File: src/rtl/wft_ram.sv
// wft_ram: simple dual-port synchronous ram, one write and one registered read
// no dependencies
module wft_ram #(
    parameter int W = 8,
    parameter int D = 256
) (
    input  logic                 i_clk,
    input  logic                 i_we,
    input  logic [$clog2(D)-1:0] i_waddr,
    input  logic [W-1:0]         i_wdata,
    input  logic [$clog2(D)-1:0] i_raddr,
    output logic [W-1:0]         o_rdata
);
    logic [W-1:0] mem [D];
    logic [W-1:0] r_rdata;

    // write port
    always_ff @(posedge i_clk) begin
        if (i_we) begin
            mem[i_waddr] <= i_wdata;
        end
    end

    // registered read port
    always_ff @(posedge i_clk) begin
        r_rdata <= mem[i_raddr];
    end

    assign o_rdata = r_rdata;
endmodule

File: config.mk
export PLATFORM = sky130hd
export DESIGN_NAME = wft_ram
export DESIGN_NICKNAME = d
export VERILOG_FILES = /design/src/rtl/wft_ram.sv
export SDC_FILE = /design/constraint.sdc
export NUM_CORES = 2
export LEC_CHECK = 0
export ABC_AREA = 1
export BUFFER_PORTS_ARGS = -buffer_cell sky130_fd_sc_hd__buf_4
export CAP_MARGIN = 20
export CORE_MARGIN = 2
export CORE_UTILIZATION = 46
export DETAILED_ROUTE_END_ITERATION = 10
export PLACE_DENSITY = 0.66
export SETUP_SLACK_MARGIN = 0.5
export SLEW_MARGIN = 20
export SYNTH_ARGS = -nofsm -noshare
export SYNTH_HDL_FRONTEND = slang
export SYNTH_SLANG_ARGS = --single-unit
File: constraint.sdc
create_clock -name i_clk -period 2.37 [get_ports i_clk]
set_input_delay 0.237 -clock i_clk [delete_from_list [all_inputs] [get_ports i_clk]]
set_output_delay 0.237 -clock i_clk [all_outputs]
set_load 0.1 [all_outputs]
==> qor.txt <==
Outcome = finished, final reports clean
Max clock buf depth = 3
Top-area cell type share of the netlist area = 73.7%
Global-route wire length before repair = 344 mm
Crit-path cells = nand2_1 -> nand3_1 -> nand3_1 -> nand3_1 -> nand3_1 -> nand3_1 -> nand3_1 -> nand2_1 -> nand2_1 -> nand2_1
Clock sinks = 2,056
Cell taking the most area after synthesis = edfxtp_1
I/O Buffers = 33
Finish-stage setup viols = 0
Die Wd = 430 um
Final-stage net count = 7,375
Die height = 430 um
Initial antenna violation count = 10
WL per Instance = 23.4 um
Post-DR vias/cell = 5.72
Tcrit/Tclk final = 79.1%
Int Power = 59.3 mW
Synthesized area = 83,400 sq um
Cts bufs inserted = 202
CP endpoint kind = register
Final Hold Viols = 0
Rows = 156
Net Count, Synth = 7,029
Fin Hold WS = 0.154 ns
Core area = 180,000 sq um
Yosys warning total = 0
Dpl cells = 9,505
Buf/Inv on CP = 0
F_max = 534 MHz
Net Switching = 17.1 mW
Headroom to the max-slew limit = 49.3%
Clock Latency Late Sink = 0.83 ns
Finished Layout Cells = 9,886
Drt first pass iters = 6
Routed vias = 56,600
Routed WL = 232 mm
RD Place Congestion = 0.931
Critical path's largest stage delay = 0.37 ns
Syn Area/Cell = 11.9 sq um
Post-route ant nets = 0
Min cycle time layout = 1.87 ns
RSZ-0062 raised after global routing = true
Crit-path most repeated cell = nand3_1
Pin count of the biggest net entering global routing = 74
Detailed placement HPWL = 143 mm
Vias in the first global route = 54,300
Max VDD drop = 0.785 mV
Post-Syn Instances = 7,003
Sequential share of the synthesized area = 73.9%
Synth area leaders = edfxtp_1 74%, nand3_1 12%, nand2_1 9.6%
TritonCTS clock tree = yes
GRT overflow = 0
Starting DRC count in detailed routing = 7,225
Yosys cell types = 14
# IOs = 34
Level count of the clock H-tree = 4
LEAKAGE = 34.4 nW
Full die area = 185,000 sq um
Crit Path Class = reg2reg
Area of the multi-input gates = 19,200 sq um
Cell family with most CP delay = simple AND/OR/NAND/NOR gates
Max-slew violations = 0
Effective utilization at floorplan = 46.2%
CTS clk-pin slew, worst paths = 0.06 ns
CP Launch Type = register
Sw frac = 22.4%
GRT Resource Usage Total = 24.8%
Slowest cell on crit path = edfxtp_1
Sequential Area = 61,700 sq um
Sequential share of power = 52.5%
Layout cells sized above 1 = 12.1%
Required time of the critical path = 3.08 ns
Remaining DRCs = 0
Final Instance Area = 96,600 sq um
Logic pwr share = 6.8%
Clock power share = 40.7%
Post-CTS Setup Bufs = 0
#FFs+latches synth = 2,056
Crit path arrival time = 2.58 ns
Max Cap Viol = 0
Crit-path max FO = 1
Fillers = 14,800
Skew final = 0.0388 ns
Layout area overhead = 15.9%
Area after DPL = 90,100 sq um
Hold Crit Class = in2reg
Worst slew pin tran = 0.760 ns
Root Buffer = clkbuf_16
Pwr dens = 791 nW/um^2
[layout make-up]
class / instances / area share, %
clock inverters: 100 / 0.862
inverters: 39 / 0.186
diodes: 5 / 0.0129
flip-flops and latches: 2056 / 63.8
well taps: 2370 / 3.07
repair buffers: 625 / 6.46
multi-input cells: 4425 / 19.9
clock buffers: 266 / 5.73
[synth_stat cells]
| cell | number |
|---|---|
| nand2_1 | 2123 |
| edfxtp_1 | 2048 |
| nand3_1 | 2019 |
| nor2_1 | 283 |
| buf_2 | 268 |
| clkbuf_1 | 112 |
| buf_4 | 46 |
| buf_1 | 40 |
| inv_1 | 36 |
| buf_6 | 16 |
| dfxtp_1 | 8 |
| inv_2 | 2 |
| buf_8 | 1 |
| inv_4 | 1 |
[worst register-to-register path: cells and delay by family (launching register included)]
kind,cells,cell delay (ns)
and+or+nand+nor,10,1.39
DFF,1,0.37
[registers in the layout, indices dropped and copies added, names as in the netlist]
signal / count
mem: 2048
o_rdata: 8
[path summary, 6_finish.rpt]
check / startpoint / end / slack (ns) / depth (start not counted)
hold reg to reg: mem[146][3]$_DFFE_PP_ / o_rdata[3]$_DFF_P_ / 0.99 / 10
setup / recovery: mem[239][4]$_DFFE_PP_ / o_rdata[4]$_DFF_P_ / 0.50 / 10
setup reg to reg: mem[239][4]$_DFFE_PP_ / o_rdata[4]$_DFF_P_ / 0.50 / 10
hold / removal: i_raddr[5] / o_rdata[3]$_DFF_P_ / 0.15 / 6
[through the flow]
stage	total power, mW	utilization [%]	worst slack (ns)	TNS [ns]
floorplan	43.5	-	0.642	0
global placement	46.0	49.9	-0.289	-1.41
detailed placement	46.0	49.9	-0.280	-1.36
CTS	76.7	53.6	0.461	0
global route	78.4	53.6	0.471	0
finish	76.4	53.6	0.496	0
[per-layer routing]
layer / part of all wire, % / GRT usage, % / up-vias
li1: - / - / 25600
met1: 39 / 33.4 / 27600
met2: 47 / 39.7 / 2833
met3: 8.9 / 4.10 / 511
met4: 4.5 / 11.0 / 2
met5: 0.0052 / 0 / -
[layout by cell type (no fill, tap or decap), drive strengths merged]
cell type and instances:
buf 615, bufinv 13, clkbuf 266, clkinv 80
clkinvlp 5, dfxtp 8, diode 5, dlygate4sd3 10
edfxtp 2048, inv 41, nand2 2123, nand3 2019
nor2 283
[repair_timing]
| item | 4_1_cts | 5_1_grt |
|---|---|---|
| endpoints found under the setup margin | 8 | 7 |
| resized for setup | 9 | 10 |
| hold buffers | 10 | 0 |
| endpoints found under the hold margin | 402 | 0 |
| gates cloned | 0 | 0 |
[logic make-up after synthesis]
logic type    after synthesis  share of synthesized area [%]
buf+inv                   522                           3.12
simple gates             4425                           22.9
flops                    2056                           73.9
[power by group through the flow]
stage | clock network [mW] | registers [mW] | logic [mW]
6_report | 31.1 | 40.1 | 5.23
5_1_grt | 32.7 | 40.1 | 5.59
4_1_cts | 31.4 | 40.1 | 5.18
3_5_place_dp | 0 | 40.9 | 5.13
3_3_place_gp | 0 | 40.9 | 5.07
2_1_floorplan | 0 | 41.0 | 2.47
Note: power is estimated with default switching activity, not from simulation.
