### src/rtl/wft_pkg.sv
// wft_pkg: shared types and codes for the word frequency table
// depends on nothing; imported by wft_token, the top level and the bench
package wft_pkg;

    // result status codes
    localparam logic [1:0] STAT_HIT  = 2'd0;
    localparam logic [1:0] STAT_NEW  = 2'd1;
    localparam logic [1:0] STAT_FULL = 2'd2;

    // character bounds
    localparam logic [7:0] CH_LOWER_A = 8'd97;
    localparam logic [7:0] CH_LOWER_Z = 8'd122;
    localparam logic [7:0] CH_UPPER_A = 8'd65;
    localparam logic [7:0] CH_UPPER_Z = 8'd90;
    localparam logic [7:0] CH_CASE    = 8'd32;

    // search sequencer states
    typedef enum logic [2:0] {
        ST_IDLE,
        ST_META,
        ST_LEN,
        ST_KEY,
        ST_HIT,
        ST_NEW,
        ST_APPEND,
        ST_DONE
    } t_state;

endpackage

### src/rtl/wft_token.sv
// wft_token: collects and normalizes the characters of the current token
// depends on wft_pkg
module wft_token #(
    parameter int MAX_WORD_LEN = 29
) (
    input  logic                              i_clk,
    input  logic                              i_rst_n,
    input  logic                              i_take,
    input  logic [7:0]                        i_ch,
    input  logic                              i_clear,
    input  logic [$clog2(MAX_WORD_LEN)-1:0]   i_idx,
    output logic [7:0]                        o_ch,
    output logic [$clog2(MAX_WORD_LEN+1)-1:0] o_len
);
    import wft_pkg::*;

    localparam int LW = $clog2(MAX_WORD_LEN + 1);
    localparam int IW = $clog2(MAX_WORD_LEN);

    logic [7:0]    r_buf [MAX_WORD_LEN];
    logic [LW-1:0] r_len, n_len;
    logic          r_cut, n_cut;
    logic          wr_en;
    logic [IW-1:0] wr_idx;
    logic [7:0]    wr_ch;

    // take one character: lowercase the first, cut at the first non a-z after it
    always_comb begin
        n_len  = r_len;
        n_cut  = r_cut;
        wr_en  = 1'b0;
        wr_idx = r_len[IW-1:0];
        wr_ch  = i_ch;
        if (i_clear) begin
            n_len = '0;
            n_cut = 1'b0;
        end else if (i_take && !r_cut) begin
            if (r_len == '0) begin
                if (i_ch == 8'd0) begin
                    n_cut = 1'b1;
                end else begin
                    wr_en = 1'b1;
                    if (i_ch >= CH_UPPER_A && i_ch <= CH_UPPER_Z) begin
                        wr_ch = i_ch + CH_CASE;
                    end
                    n_len = LW'(1);
                end
            end else if (i_ch < CH_LOWER_A || i_ch > CH_LOWER_Z) begin
                n_cut = 1'b1;
            end else if (r_len < LW'(MAX_WORD_LEN)) begin
                wr_en = 1'b1;
                n_len = r_len + LW'(1);
            end
        end
    end

    // control state
    always_ff @(posedge i_clk) begin
        if (!i_rst_n) begin
            r_len <= '0;
            r_cut <= 1'b0;
        end else begin
            r_len <= n_len;
            r_cut <= n_cut;
        end
    end

    // character buffer
    always_ff @(posedge i_clk) begin
        if (wr_en) begin
            r_buf[wr_idx] <= wr_ch;
        end
    end

    assign o_ch  = r_buf[i_idx];
    assign o_len = r_len;
endmodule

### config.mk
export PLATFORM = sky130hd
export DESIGN_NAME = wft_token
export DESIGN_NICKNAME = d
export VERILOG_FILES = /design/src/rtl/wft_pkg.sv /design/src/rtl/wft_token.sv
export SDC_FILE = /design/constraint.sdc
export NUM_CORES = 1
export LEC_CHECK = 0
export BUFFER_PORTS_ARGS = -buffer_cell sky130_fd_sc_hd__buf_2
export CELL_PAD_IN_SITES_DETAIL_PLACEMENT = 1
export CELL_PAD_IN_SITES_GLOBAL_PLACEMENT = 1
export CORE_MARGIN = 2
export CORE_UTILIZATION = 33
export DETAILED_ROUTE_END_ITERATION = 10
export GPL_ROUTABILITY_DRIVEN = 0
export HOLD_SLACK_MARGIN = 0.12
export PLACE_DENSITY = 0.62
export REMOVE_ABC_BUFFERS = 1
export SYNTH_ARGS = -nofsm -noshare
export SYNTH_HDL_FRONTEND = slang
export SYNTH_SLANG_ARGS = --single-unit
### constraint.sdc
create_clock -name i_clk -period 3.7 [get_ports i_clk]
set_input_delay 0.37 -clock i_clk [delete_from_list [all_inputs] [get_ports i_clk]]
set_output_delay 0.37 -clock i_clk [all_outputs]
set_load 0.1 [all_outputs]
==> results of run 1 <==
[cell usage after synthesis (5+ instances only)]
cell,count
buf_2,6
nor2_1,31
edfxtp_1,232
clkbuf_1,9
ha_1,5
o221ai_1,8
dfxtp_1,6
nand2_1,14
mux4_2,64
nor3_1,9
buf_1,5
mux2i_1,16
[worst max-delay path, cell delays in order]
cell	delay, ps
buf_4	470
buf_4	320
mux4_2	570
mux2i_1	320
o221ai_1	280
buf_2	360
[final timing paths]
check / from / to / slack, ps / cells after the start
worst max-delay path: i_idx[0] / o_ch[7] / 630 / 6
worst min-delay path: i_take / r_cut$_SDFFE_PP0P_ / 150 / 3
worst max register to register: o_len[0]$_SDFFE_PP0P_ / r_buf[11][6]$_DFFE_PP_ / 630 / 7
worst min register to register: r_cut$_SDFFE_PP0P_ / r_cut$_SDFFE_PP0P_ / 510 / 2
[registers in the layout, summed over array words and instances, names as in the netlist]
signal / count
r_cut: 1
o_len: 5
r_buf: 232
[layer usage]
layer	wire, um	part of all wire
met3	756	0.035
met5	0	0
met1	9670	0.45
met4	682	0.032
met2	10300	0.48
[per-stage QoR]
stage | instances | hold WS [ps] | utilization | setup WS [ps]
final | 913 | 152 | 0.384 | 627
after floorplan | 433 | 437 | - | 396
after CTS | 913 | 134 | 0.384 | 514
after global placement | 869 | 458 | 0.358 | 377
after detailed placement | 869 | 495 | 0.358 | 389
after global routing | 913 | 144 | 0.384 | 331
[kinds of logic after synthesis]
kind of cell,after synthesis
AO/OA/AOI/OAI,25
adder cells (fa/ha/maj),5
buffers and inverters,28
flip-flops,238
XOR/XNOR,2
multiplexers,80
AND/OR/NAND/NOR,81
[power by group]
| part | total, mW | internal [mW] | switching [mW] |
|---|---|---|---|
| Combinational | 0.369 | 0.118 | 0.251 |
| Sequential | 2.97 | 2.96 | 0.00248 |
| Clock | 2.28 | 1.32 | 0.958 |
[final cells by class]
cell class / instances / area [um2]
multi-input cells: 193 / 2330
repair buffers: 52 / 345
clock buffers: 37 / 712
fillers: 2767 / 17600
flip-flops and latches: 238 / 7090
inverters: 2 / 7.51
clock inverters: 7 / 35.0
well taps: 384 / 480
==> impl_metrics.tcl, run 1 <==
set metrics [dict create \
    grtUsageTotal 0.144 \
    synth_ff_type "edfxtp_1" \
    grt_pass1_wl_um 32700 \
    viasPerCell 4.99 \
    cp-start-kind "input pin" \
    synth_edf_count 232 \
    post_cts_buffers 0 \
    outcome "finished, final reports clean" \
    layout_common_cells "edfxtp_1 (232), mux4_2 (64), nor2_1 (31), buf_2 (28), clkbuf_16 (26)" \
    core_um2 28600 \
    grtUsageMet1 0.200 \
    io_pins 30 \
    power.density_nw_per_um2 511 \
    worstSkewPairLatency_ps 510 \
    place.detailed.hpwl_um 14200 \
    peakVddDrop_mv 0.271 \
    die-area_um2 30300 \
    grt-busiest-layer "met2" \
    synthCells 459 \
    placed_area_um2 10200 \
    cts_buffers 25 \
    synth_xor_area_frac 0.00183 \
    cap_violations 0 \
    ctsHtreeMaxLevel 1 \
    synth_compound_area_frac 0.0213 \
    worstPathMaxFanout 27 \
    grt_max_degree 32 \
    yosys.area.top_type_share 0.729 \
    antenna_left 0 \
    worst_clock_skew_ps 9.75 \
    yosys_warnings 0 \
    drive_above_1_share 0.302 \
    synth_area_um2 9560 \
    cp.required_ps 3330 \
    synth-adder-area-share 0.00654 \
    die_w_um 174 \
    finalSetupViolCount 0 \
    fin_crit_ps 3070 \
    start_util 0.334 \
    tightest_slew_ps 836 \
    antenna_found_initial 0 \
    synthToLayoutAreaGrowth_pct 15.1 \
    tritoncts "yes" \
    wl_per_cell_um 23.4 \
    cts_sinks 238 \
    holdBufCountCts 0 \
    fmax_mhz 325 \
    synth_seq_cells 238 \
    tns_ps 0 \
    cts_root_buf "clkbuf_16" \
    yosys-top-cells-area "edfxtp_1 (73%), mux4_2 (15%), mux2i_1 (1.7%)" \
    synthMuxAreaShare 0.168 \
    numPortBuffers 29 \
    wirelength_um 21400 \
    die_h_um 174 \
    ys_seq_area_frac 0.741 \
    synth_area_leader_cell "edfxtp_1" \
    clk_pin_slew_ps 60 \
    avgSynthCellArea_um2 20.8 \
    maxSlewHeadroom 0.441 \
    n_antenna_cell 0 \
    ys_types 41 \
    rows 62 \
    cts_resized 0 \
    report.final.slew_viol_count 0 \
    drt_iter0_markers 331 \
    first_global_vias 5045 \
    finalCritPeriodShare 0.830 \
    grt-ovfl-total 0 \
    grt_util_met2 0.235 \
    nets 534 \
    rsz0062_at_grt "false" \
    drc 0 \
    met3_usage 0.0182 \
    endpoint_kind "primary output" \
    synth_top_family_by_area "multiplexers" \
    firstDrtPassIters 4 \
    critPathArrivalTime_ps 2700 \
    power_leakage_nw 3.48 \
    synth_simple_gate_area_frac 0.0458 \
    power_mw 5.62 \
    cts_buffer_depth 3 \
    async_flop_share 0 \
    vias 4560 \
    hp-class "in -> reg" \
    final_area_um2 11000 \
    layout_commonest_cell "edfxtp_1" \
    hold_viol 0 \
    path_class "in -> out" \
]
(Power assumes the default switching activity.)
==> inputs of run 2 (changes only) <==
Settings changed: PLACE_DENSITY 0.62 to 0.64.
Clock period 3.7 ns to 2.5 ns, I/O delays scaled along.
==> run 2 against run 1 <==
  * Count of clock-buffer cells in the layout is 7 lower
  * Worst setup slack worse by 750 ps
  * Critical path depth is 1 lower
  * The run now ends with setup timing left
  * Via count is 7.0% higher
  * Utilization is 3.7 points higher
  * Critical endpoint is now o_ch[4]
  * Wire length is 9.7% higher
  * Sequential power is 48% higher
  * Cell count is 4.8% higher
  * Combinational power is 95% higher
==> impl_metrics.tcl, run 2 (synthesized netlist as in run 1, its figures left out) <==
set metrics [dict create \
    pwr-share-seq 0.488 \
    crit_slowest_cell "mux4_2" \
    p_int_mw 7.03 \
    report.final.slew_viol_count 0 \
    nets 579 \
    start_util 0.334 \
    drt_iter0_markers 481 \
    cts_sinks 238 \
    grt_max_degree 31 \
    cts_root_buf "clkbuf_16" \
    firstDrtPassIters 5 \
    place_ws_ps -460 \
    fmax_mhz 381 \
    crit_path_max_incr_delay_ps 520 \
    cts_buffers 25 \
    worstPathMaxFanout 1 \
    critPathTopFamily "multiplexers" \
    peakVddDrop_mv 0.454 \
    cts_buffer_depth 3 \
    vias 4881 \
    r2r_cells 9 \
    grtUsageTotal 0.152 \
    multi_input_area_um2 2670 \
    stdcell_count 957 \
    io_pins 30 \
    reg2reg_from "o_len[1]$_SDFFE_PP0P_" \
    tightest_slew_ps 832 \
    tritoncts "yes" \
    die-area_um2 30300 \
    power.density_nw_per_um2 745 \
    reg2reg_slack_ps -30 \
    crit_buf_inv 1 \
    viasPerCell 5.10 \
    layout_commonest_cell "edfxtp_1" \
    violations "setup timing" \
    drive_above_1_share 0.449 \
    switching_share 0.218 \
    clk_pin_slew_ps 60 \
    n_antenna_cell 0 \
    p_switching_mw 1.96 \
    power_leakage_nw 3.88 \
    crit_top_cell "mux4_2" \
    seq_area_um2 7090 \
    tns_ps -1200 \
    antenna_found_initial 0 \
    hp-class "in -> reg" \
    wirelength_um 23400 \
    rows 62 \
    finalCritPeriodShare 1.05 \
    fillers 2689 \
    die_h_um 174 \
    antenna_left 0 \
    final_area_um2 12100 \
    drc 0 \
    path_class "reg -> out" \
    worst_clock_skew_ps 16.0 \
    maxSlewHeadroom 0.444 \
    fin_crit_ps 2630 \
    placed_area_um2 10600 \
    placed_cells 898 \
    combPwrFrac 0.080 \
    core_um2 28600 \
    power_mw 8.99 \
    worstPathCellList "mux4_2, mux4_2, nand2_2, o221ai_4, buf_12" \
    wl_per_cell_um 24.5 \
    grt-ovfl-total 0 \
    largest_register_ffs 232 \
    cp.required_ps 2250 \
    endpoint_kind "primary output" \
    die_w_um 174 \
    numPortBuffers 29 \
    grt_pass1_wl_um 34600 \
    place.detailed.hpwl_um 14800 \
    largest_register "r_buf" \
    first_global_vias 5300 \
    hold_ws_ps 140 \
    cap_violations 0 \
    critPathArrivalTime_ps 2380 \
    r2r_end "r_buf[10][6]$_DFFE_PP_" \
    final_util 0.422 \
    hp-start "i_ch[2]" \
    min_path_cells 2 \
    synthToLayoutAreaGrowth_pct 26.2 \
    ctsHtreeMaxLevel 1 \
    outcome "finished, violations left" \
    rsz0062_at_grt "true" \
    p_clk_frac 0.432 \
    finalSetupViolCount 30 \
    fin_ws_ps -125 \
    cp-start-kind "flip-flop" \
    worstSkewPairLatency_ps 520 \
    hold_viol 0 \
    layout_common_cells "edfxtp_1 (232), mux4_2 (64), buf_4 (48), clkbuf_16 (29), nor2_4 (22)" \
    hold_end "r_buf[21][2]$_DFFE_PP_" \
]
-- run 2: cell types whose count changed in the layout (fill, tap and decap cells not counted), sizes merged --
cell	previous run	this run
buf	52	89
bufinv	0	5
dlygate4sd3	0	4
clkbuf	37	34
clkinv	6	7
-- run 2: cell type report --
class,count,share of cell area
clock buffers,30,0.0534
repair buffers,97,0.0808
well taps,384,0.0398
clock inverters,13,0.0168
inverters,2,0.000622
multi-input cells,193,0.221
flip-flops and latches,238,0.588
-- run 2: routing by layer --
layer | vias to the layer above | global-route usage | part of all wire
li1 | 2106 | - | -
met1 | 2596 | 0.223 | 0.47
met2 | 134 | 0.240 | 0.47
met3 | 45 | 0.0212 | 0.038
met4 | 0 | 0.0357 | 0.023
met5 | - | 0 | 0
-- run 2: worst register-to-register path, cell delays in order (launching register included) --
cell and delay (ps):
dfxtp_2 320, inv_2 70, ha_4 140, nor4b_4 250, buf_4 170, nand2_2 60
or2_4 270, or3_4 390, o31a_4 420, clkbuf_16 190
-- run 2: what timing repair did --
| item | 4_1_cts | 5_1_grt |
|---|---|---|
| setup buffers | 1 | 5 |
| gates resized for setup | 69 | 43 |
| hold buffers | 4 | 0 |
| cloned | 0 | 6 |
| pin swaps | 7 | 8 |
| setup endpoints to repair | 214 | 268 |
| hold endpoints to repair | 6 | 0 |
-- run 2: worst max-delay path by stage --
stage / startpoint / end / slack (ps) / depth (start not counted)
CTS: o_len[0]$_SDFFE_PP0P_ / r_buf[26][5]$_DFFE_PP_ / -270 / 7
global placement: i_ch[5] / r_buf[20][5]$_DFFE_PP_ / -370 / 8
floorplan: o_len[0]$_SDFFE_PP0P_ / r_buf[0][7]$_DFFE_PP_ / -800 / 7
finish: r_buf[22][4]$_DFFE_PP_ / o_ch[4] / -130 / 5
global route: r_buf[23][5]$_DFFE_PP_ / o_ch[5] / -180 / 5
detailed placement: i_ch[5] / r_buf[27][2]$_DFFE_PP_ / -460 / 8
-- run 2: power groups by stage --
stage,logic [mW],clock network (mW),registers [mW]
6_report,0.719,3.89,4.39
3_5_place_dp,0.601,0,4.47
4_1_cts,0.674,3.92,4.39
2_1_floorplan,0.305,0,4.48
5_1_grt,0.760,4.07,4.39
3_3_place_gp,0.586,0,4.47
==> inputs of run 3 (changes only) <==
Settings changed: GPL_ROUTABILITY_DRIVEN 0 to unset, SETUP_SLACK_MARGIN set to 0.05.
==> run 3 against run 2 <==
  * The run still ends with setup timing left
  * Utilization rose by 0.14 points
  * Wire length up 0.43%
  * Clock skew is 1.4 ps higher
  * Global-route usage grew 0.34 points
  * Design area is 0.34% higher
  * Combinational power up 1%
  * Largest power group unchanged
  * Worst setup slack worse by 9.3 ps
  * Critical path type unchanged
==> impl_metrics.tcl, run 3 (synthesized netlist as in run 1, its figures left out) <==
set metrics [dict create \
    outcome "finished, violations left" \
    violations "setup timing" \
    hp-class "in -> reg" \
    hold_ws_ps 144 \
    grt_max_degree 31 \
    worstSkewPairLatency_ps 520 \
    grt-ovfl-total 0 \
    placed_cells 898 \
    worstPathMaxFanout 1 \
    switching_share 0.218 \
    finalCritPeriodShare 1.05 \
    start_util 0.334 \
    grtUsageTotal 0.155 \
    cts_buffers 25 \
    die_h_um 174 \
    cp-start-kind "flip-flop" \
    viasPerCell 5.05 \
    fillers 2693 \
    drive_above_1_share 0.451 \
    tightest_slew_ps 876 \
    hold_viol 0 \
    reg2reg_slack_ps 70 \
    rsz0062_at_grt "true" \
    crit_slowest_cell "mux4_2" \
    ctsHtreeMaxLevel 1 \
    crit_buf_inv 1 \
    finalSetupViolCount 8 \
    cts_buffer_depth 3 \
    critPathTopFamily "multiplexers" \
    cap_violations 0 \
    layout_common_cells "edfxtp_1 (232), mux4_2 (64), buf_4 (50), clkbuf_16 (28), nor2_4 (22)" \
    maxSlewHeadroom 0.414 \
    p_switching_mw 1.96 \
    rows 62 \
    die-area_um2 30300 \
    cts_root_buf "clkbuf_16" \
    combPwrFrac 0.081 \
    pwr-share-seq 0.488 \
    die_w_um 174 \
    endpoint_kind "primary output" \
    crit_top_cell "mux4_2" \
    drt_iter0_markers 521 \
    critPathArrivalTime_ps 2380 \
    path_class "reg -> out" \
    p_clk_frac 0.431 \
    largest_register_ffs 232 \
    cp.required_ps 2250 \
    antenna_found_initial 0 \
    first_global_vias 5360 \
    crit_path_max_incr_delay_ps 520 \
    fmax_mhz 380 \
    fin_crit_ps 2630 \
    placed_area_um2 10600 \
    stdcell_count 960 \
    peakVddDrop_mv 0.453 \
    gp_congestion 0.763 \
    numPortBuffers 29 \
    synthToLayoutAreaGrowth_pct 26.6 \
    worstPathCellList "mux4_2, mux4_2, nand2_2, o221ai_4, buf_12" \
    drc 0 \
    io_pins 30 \
    cts_sinks 238 \
    wirelength_um 23500 \
    firstDrtPassIters 4 \
    tritoncts "yes" \
    largest_register "r_buf" \
    power.density_nw_per_um2 743 \
    grt_pass1_wl_um 35200 \
    final_area_um2 12100 \
    core_um2 28600 \
    place.detailed.hpwl_um 14800 \
    p_int_mw 7.03 \
    vias 4852 \
    nets 582 \
    layout_commonest_cell "edfxtp_1" \
    fin_ws_ps -134 \
    antenna_left 0 \
    power_mw 8.99 \
    report.final.slew_viol_count 0 \
    wl_per_cell_um 24.5 \
    power_leakage_nw 3.89 \
    n_antenna_cell 0 \
    clk_pin_slew_ps 60 \
    worst_clock_skew_ps 17.4 \
]
## run 3: changes by cell type in the layout (fill, tap and decap cells not counted), sizes merged
| cell | previous run | this run |
|---|---|---|
| buf | 89 | 93 |
| clkbuf | 34 | 33 |
## run 3: through the flow
stage                      util  setup WS (ps)  setup TNS (ps)
after global routing      0.423           -183           -1150
after floorplan               -           -804         -138170
after CTS                 0.415           -221           -8550
after global placement    0.369           -366          -56500
final                     0.423           -134            -710
after detailed placement  0.369           -460          -74170
## run 3: cell type report
type,count,area (um2),area share
timing repair buffer,100,1010,0.0833
clock buffer,30,644,0.0532
tap,384,480,0.0397
clock inverter,13,203,0.0167
inverter,2,7.51,0.000620
multi-input combinational,193,2680,0.221
sequential,238,7090,0.586
## run 3: path summary, 6_finish.rpt
path / cells after the start / to / start
setup / recovery: 5 / o_ch[4] / r_buf[22][4]$_DFFE_PP_
hold / removal: 2 / r_buf[21][2]$_DFFE_PP_ / i_ch[2]
setup reg to reg: 9 / r_buf[24][6]$_DFFE_PP_ / o_len[0]$_SDFFE_PP0P_
hold reg to reg: 4 / o_len[1]$_SDFFE_PP0P_ / o_len[1]$_SDFFE_PP0P_
## run 3: per-layer routing
metal	global-route usage	wire (um)
met4	0.0368	527
met1	0.227	10600
met2	0.246	11300
met5	0	0
met3	0.0225	1120
## run 3: what timing repair did
item | in CTS | in global routing
hold endpoints to repair | 6 | 0
setup buffers | 6 | 4
endpoints found under the setup margin | 229 | 255
gates cloned | 2 | 4
hold buffers | 4 | 0
pin swaps | 8 | 9
gates resized for setup | 82 | 33
## run 3: power by group through the flow
| stage | combinational, mW | sequential [mW] | clock, mW |
|---|---|---|---|
| global placement | 0.586 | 4.47 | 0 |
| floorplan | 0.305 | 4.48 | 0 |
| detailed placement | 0.601 | 4.47 | 0 |
| global route | 0.768 | 4.39 | 4.07 |
| CTS | 0.701 | 4.39 | 3.92 |
| finish | 0.726 | 4.39 | 3.88 |
